## config.mk

```make
export PLATFORM = sky130hd
export DESIGN_NAME = gbnhs_ram
export DESIGN_NICKNAME = d
export VERILOG_FILES = /design/src/rtl/core/gbnhs_ram.sv
export SDC_FILE = /design/constraint.sdc
export NUM_CORES = 1
export LEC_CHECK = 0
export BUFFER_PORTS_ARGS = -buffer_cell sky130_fd_sc_hd__buf_2
export CAP_MARGIN = 25
export CORE_MARGIN = 4
export CORE_UTILIZATION = 40
export DETAILED_ROUTE_END_ITERATION = 7
export PLACE_DENSITY = 0.67
export SLEW_MARGIN = 20
export SYNTH_ARGS = -nofsm -noshare
export SYNTH_HDL_FRONTEND = slang
export SYNTH_SLANG_ARGS = --single-unit
export TNS_END_PERCENT = 1
```

## constraint.sdc

```tcl
create_clock -name clk -period 2 [get_ports clk]
set_input_delay 0.4 -clock clk [delete_from_list [all_inputs] [get_ports clk]]
set_output_delay 0.4 -clock clk [all_outputs]
set_load 0.05 [all_outputs]
```

## src/rtl/core/gbnhs_ram.sv

```systemverilog
// ----------------------------------------------------------------------------
// gbnhs_ram: generic single write port, single read port RAM
// One write and one registered read per cycle; contents undefined until written.
// ----------------------------------------------------------------------------
module gbnhs_ram #(
	parameter int WIDTH = 8,
	parameter int DEPTH = 16
) (
	input  logic                     clk,
	input  logic                     wr_en,
	input  logic [$clog2(DEPTH)-1:0] wr_addr,
	input  logic [WIDTH-1:0]         wr_data,
	input  logic [$clog2(DEPTH)-1:0] rd_addr,
	output logic [WIDTH-1:0]         rd_data
);

	logic [WIDTH-1:0] mem [DEPTH];

	always_ff @(posedge clk) begin
		if (wr_en) begin
			mem[wr_addr] <= wr_data;
		end
		rd_data <= mem[rd_addr];
	end

endmodule

```

; ---- Yosys cells after proc, flatten, opt, wreduce, memory -nomap -nowiden
; Memories as Yosys holds them, arrays and structs flattened. A register that Yosys moved wholly into a read port is not among the register bits.
; Cells that the tools add are included.
[totals]
elab_cells = 3
ramBits = 128
memories = 1
inputBits = 18
ff_bits = 0
[classes]
mux = 2
[memory_table]
columns = name, depth, width, read_ports, rd_ports_with_merged_regs, wr, line_no
row1 = mem, 16, 8, 1, 1, 1, 17  ; logic [WIDTH-1:0] mem [DEPTH];
[ops]
columns = cell, n
row1 = 2-to-1 mux 1 bit, 2

; ---- Depth between registers and ports, before layout
; Gate-level depths: netlist (run 1).
[depth]
word_depth = 2
ltp_mapped = 5
depth_no_buf = 3

; ---- Worst setup path after synthesis (run 1)
; Ideal clock, no wire load.
[synth_path]
kind = input to register
from = input port wr_addr[2]
to = memory mem[0][0] (enable)
slack_ps = 107
setup_ps = 383
path_buffers = 0
required_ps = 1617
cell_stages = 2
arrival_time_ps = 1510
path_cell_list = or3b_2 nor3_1
[synth_rtl]
columns = element, line_no
row1 = start: declaration, 11  ; input logic [$clog2(DEPTH)-1:0] wr_addr,
row2 = end: declaration, 17
; No word-level cell before the write port.

; ---- Worst setup path after layout (run 1)
[layout_path]
from = register rd_data[3], read port of mem
to = output port rd_data[3]
[layout_rtl]
columns = element, line_no
row1 = start: declaration, 14  ; output logic [WIDTH-1:0] rd_data
; No word-level cell between the ends.

==> flow_summary.json, run 1 <==
{
  "grt_usage": 0.1417,
  "utilization": 0.4854,
  "cp_num_cells": 1,
  "power.leakage_nw": 2.077,
  "cp-start-kind": "register",
  "cts_buffers": 17,
  "portBuffers": 25,
  "areaGrowthSynthToFinish_pct": 19.01,
  "whs_ps": 379.0,
  "end_kind": "output port",
  "synthMuxAreaShare": 0.1502,
  "post-route-min-period_ps": 1413,
  "synthCells": 229,
  "synth_compound_area_frac": 0.02333,
  "crit_required_ps": 1600,
  "wl_um": 9589,
  "fillerInstances": 1044,
  "placed_area_sq_um": 5597,
  "globalplace.congestion": 0.7409,
  "pre_cts_ws_ps": 132.2,
  "antenna_cells": 0,
  "htree_levels": 4,
  "synth_fa_ha_area_frac": 0,
  "core_sq_um": 12620,
  "totalNegativeSetupSlack_ps": 0,
  "std_cell_rows": 41,
  "skew_ps": 8.432,
  "critical_path_class": "register to output port",
  "hpwl_um": 6172,
  "avgSynthCellArea_sq_um": 22.48,
  "cpMaxStageDelayCell": "dfxtp_1",
  "setup_viol": 0,
  "grt_antenna_before_repair": 0,
  "worst_path_largest_cell_delay_ps": 340,
  "r2r_cells": 3,
  "place_inst": 437,
  "p_per_area_nw_per_um2": 1026,
  "yosysUniqueCellTypes": 19,
  "synth_xor_area_frac": 0,
  "grt-ovfl-total": 0,
  "min_path_type": "input port to register",
  "swShare": 0.2056,
  "cts-root-buf": "clkbuf_16",
  "wire_per_inst_um": 20.45,
  "slew_headroom": 0.7342,
  "dr.pass1.iters": 4,
  "cts_buffer_depth": 2,
  "pin_count": 26,
  "cts.sinks": 136,
  "cts_setup_buffers": 0,
  "die_w_um": 121.4,
  "fmax_ghz": 0.7080,
  "cts_tree": "done",
  "postCtsHoldBufs": 0,
  "drive_gt1_frac": 0.3098,
  "detail-route-antenna-nets": 0,
  "drv_cap": 0,
  "grt_pass1_vias": 2467,
  "maxSlewViolCount": 0,
  "outcome": "completed",
  "synth_warnings": 0,
  "drcViolationCount": 0,
  "via_count": 2358,
  "finalWorstSetupSlack_ps": 587.5,
  "timing.final.crit_share": 0.7063,
  "dieHeight_um": 121.4,
  "die-area_sq_um": 14750,
  "power.share.combinational": 0.057,
  "synth_top_family_by_area": "multiplexers",
  "ys_ff_latch": 136,
  "cp_max_fo": 1,
  "yosys.area_share.simple": 0.03184,
  "path_buf_inv": 1,
  "p_total_mw": 6.287,
  "initial_core_util": 0.4079,
  "instances_no_fill": 469,
  "post_cts_resized": 0,
  "clkTransAtPathRegs_ps": 50,
  "fin_area_sq_um": 6126,
  "rsz0062_at_grt": "no",
  "nets": 302,
  "crit_path_cell_trace": "buf_2",
  "clkPwrFrac": 0.433,
  "ys_seq_area_frac": 0.7778,
  "grt_first_pass_wirelength_um": 14900,
  "clkLatencyLatePin_ps": 400,
  "pwr-share-seq": 0.510,
  "syn-cell-area_sq_um": 5147,
  "drt-initial-drc-count": 228,
  "avgViaCountPerCell": 5.028,
  "min_path_cells": 1,
  "hold_viol_final": 0,
  "worstPathArrival_ps": 1010,
  "grt_start_max_net_pins": 33,
  "tightestPinTransition_ps": 398.7,
  "vdd_ir_drop_max_uv": 740.1,
  "syn_nets": 247,
  "crit_family": "flip-flops",
  "internal_power_mw": 4.994,
  "p_switching_mw": 1.293
}
[registers in the layout, summed over array words and instances (netlist names)]
register,count
mem,128
rd_data,8
[placed cells by master (no fill, tap or decap), drive strengths merged]
cell type	Yosys	layout
edfxtp	128	128
buf	7	46
mux4	32	32
clkbuf	0	24
a22oi	16	16
nor2	13	13
nand2	9	9
dfxtp	8	8
clkinv	0	5
nor3	4	4
nand3b	2	2
nand2b	2	2
clkinvlp	0	2
nor2b	1	1
and2	1	1
and2b	1	1
nand3	1	1
or3b	1	1
inv	0	1
[kinds of logic after synthesis]
kind of cell,Yosys count
simple gates,35
flops,136
mux,32
buf+inv,10
compound gates,16
[power by group through the flow]
stage	registers (mW)	clock network [mW]	logic, mW
5_1_grt	3.21	2.93	0.388
3_5_place_dp	3.26	0	0.366
3_3_place_gp	3.26	0	0.359
6_report	3.21	2.72	0.360
2_1_floorplan	3.33	0	0.162
4_1_cts	3.21	2.78	0.367
[worst paths after layout]
path / startpoint / slack, ps / to
min: wr_data[6] / 380 / mem[7][6]
min reg2reg: mem[4][3] / 670 / rd_data[3]
max reg2reg: mem[0][7] / 630 / rd_data[7]
max: rd_data[3] / 590 / rd_data[3]
[cell type report]
class                   count  area, sq um  area share
multi-input cells          83         1057      0.1726
well taps                 172        215.2     0.03513
repair buffers             46        320.3     0.05229
flip-flops and latches    136         4004      0.6536
clock buffers              24        481.7     0.07864
clock inverters             8        47.55    0.007761
[synth_stat cells, drive strengths merged]
master         count  area share
and2               1      0.0012
dfxtp              8       0.031
nand3              1     0.00097
nand2b             2      0.0024
mux4              32        0.15
nand2              9      0.0066
a22oi             16       0.023
nor3               4      0.0039
edfxtp           128        0.75
or3b               1      0.0017
clkdlybuf4s25      3      0.0058
nor2b              1      0.0012
buf                7       0.011
nand3b             2      0.0029
nor2              13      0.0095
and2b              1      0.0015
[layer usage]
metal	GRT usage	up-vias	share of wire
met5	0	-	0
met3	0.04056	4	0.050
met2	0.2307	70	0.51
met4	0.04412	0	0.0046
li1	-	1083	-
met1	0.1854	1201	0.43
No activity file was read; power rests on OpenSTA's default activity.
==> run 2, diff against run 1 <==
- clock period: 2 -> 1.4 ns (I/O delays scaled with it)
==> run 2 against run 1 <==
Worst hold slack lost 130 ps; sequential power grew 43%; global-route usage grew 0.73 points; critical path type unchanged.
==> flow_summary.json, run 2 (synthesis gave the netlist of run 1 again) <==
{
  "antenna_cells": 0,
  "top_regs": "mem: 128 flops, rd_data: 8 flops",
  "cts-root-buf": "clkbuf_16",
  "utilization": 0.5056,
  "grt_start_max_net_pins": 21,
  "cpMaxStageDelayCell": "dfxtp_1",
  "dieHeight_um": 121.4,
  "crit_path_cell_trace": "buf_2",
  "fmax_ghz": 0.7269,
  "layout_common_cells": "edfxtp_1, buf_4, buf_2",
  "skew_ps": 10.29,
  "worst_path_largest_cell_delay_ps": 390,
  "std_cell_rows": 41,
  "crit_required_ps": 1120,
  "pre_cts_ws_ps": -393.5,
  "power.leakage_nw": 2.198,
  "worstPathArrival_ps": 1100,
  "timing.final.crit_share": 0.9826,
  "slew_headroom": 0.4599,
  "top_register": "mem",
  "cp_num_cells": 1,
  "nets": 315,
  "outcome": "completed",
  "crit_family": "flip-flops",
  "grt-ovfl-total": 0,
  "initial_core_util": 0.4079,
  "die-area_sq_um": 14750,
  "busiest_layer": "met2",
  "met1_usage": 0.2131,
  "grt_first_pass_wirelength_um": 15480,
  "drv_cap": 0,
  "grt_antenna_before_repair": 0,
  "areaGrowthSynthToFinish_pct": 23.94,
  "post-route-min-period_ps": 1376,
  "drcViolationCount": 0,
  "via_count": 2523,
  "htree_levels": 4,
  "register_area_sq_um": 4004,
  "min_path_type": "input port to register",
  "core_sq_um": 12620,
  "vdd_ir_drop_max_uv": 908.6,
  "min_path_cells": 1,
  "cts.sinks": 136,
  "drive_gt1_frac": 0.3710,
  "fillerInstances": 1015,
  "dr.pass1.iters": 5,
  "end_kind": "output port",
  "tightestPinTransition_ps": 808.5,
  "maxSlewViolCount": 0,
  "cts_tree": "done",
  "globalplace.congestion": 0.7691,
  "r2r_cells": 3,
  "cts_setup_buffers": 0,
  "p_per_area_nw_per_um2": 1565,
  "final_common_cell": "edfxtp_1",
  "die_w_um": 121.4,
  "hold_viol_final": 0,
  "hpwl_um": 6400,
  "critical_path_class": "register to output port",
  "cp-start-kind": "register",
  "grt_usage": 0.1491,
  "use_met2": 0.2218,
  "finalWorstSetupSlack_ps": 24.37,
  "pin_count": 26,
  "cts_buffers": 17,
  "setup_viol": 0,
  "met3_usage": 0.04848,
  "portBuffers": 25,
  "wl_um": 10070,
  "clkLatencyLatePin_ps": 410,
  "avgViaCountPerCell": 5.234,
  "clkTransAtPathRegs_ps": 60,
  "path_buf_inv": 1,
  "grt_pass1_vias": 2549,
  "rsz0062_at_grt": "no",
  "wire_per_inst_um": 20.89,
  "cts_buffer_depth": 2,
  "postCtsHoldBufs": 0,
  "detail-route-antenna-nets": 0,
  "multi_input_area_sq_um": 1079,
  "largest_reg_flops": 128,
  "cp_max_fo": 1,
  "drt-initial-drc-count": 327
}
==> run 2: cell type report <==
cell class | instances | share of cell area
flip-flops and latches | 136 | 0.6276
clock buffers | 18 | 0.06727
well taps | 172 | 0.03373
multi-input cells | 83 | 0.1691
clock inverters | 14 | 0.03491
repair buffers | 59 | 0.06746
==> run 2: metal layers <==
layer,up-vias,share of wire
li1,1110,-
met1,1312,0.45
met2,92,0.47
met5,-,0
met4,0,0.0098
met3,9,0.061
==> run 2: power breakdown <==
part           internal, mW  switching (mW)  leakage, nW
combinational         0.215           0.337        0.664
sequential             4.55          0.0324         1.22
clock                  3.18            1.67        0.311
total                  7.94            2.04         2.20
==> run 2: worst paths after layout <==
check             startpoint    endpoint  slack, ps
setup / recovery  rd_data[1]  rd_data[1]         20
setup reg to reg  mem[11][1]  rd_data[1]         80
hold reg to reg   mem[15][6]  rd_data[6]        670
hold / removal    wr_data[2]  mem[12][2]        250
==> run 2: what timing repair did <==
item,CTS,global route
gates resized for setup,1,4
pin swaps,0,1
setup endpoints to repair,1,4
==> run 2: through the flow <==
| step | TNS, ps | total power, mW | instances | hold slack [ps] | instance area, sq um |
|---|---|---|---|---|---|
| detailed placement | -9562 | 5.216 | 450 | 656.9 | 5712 |
| global route | 0 | 10.29 | 482 | 244.7 | 6380 |
| CTS | 0 | 10.02 | 482 | 241.1 | 6369 |
| finish | 0 | 9.986 | 482 | 251.4 | 6380 |
| floorplan | -5808 | 4.983 | 229 | 378.9 | 5152 |
| global placement | -8750 | 5.204 | 450 | 647.1 | 5712 |
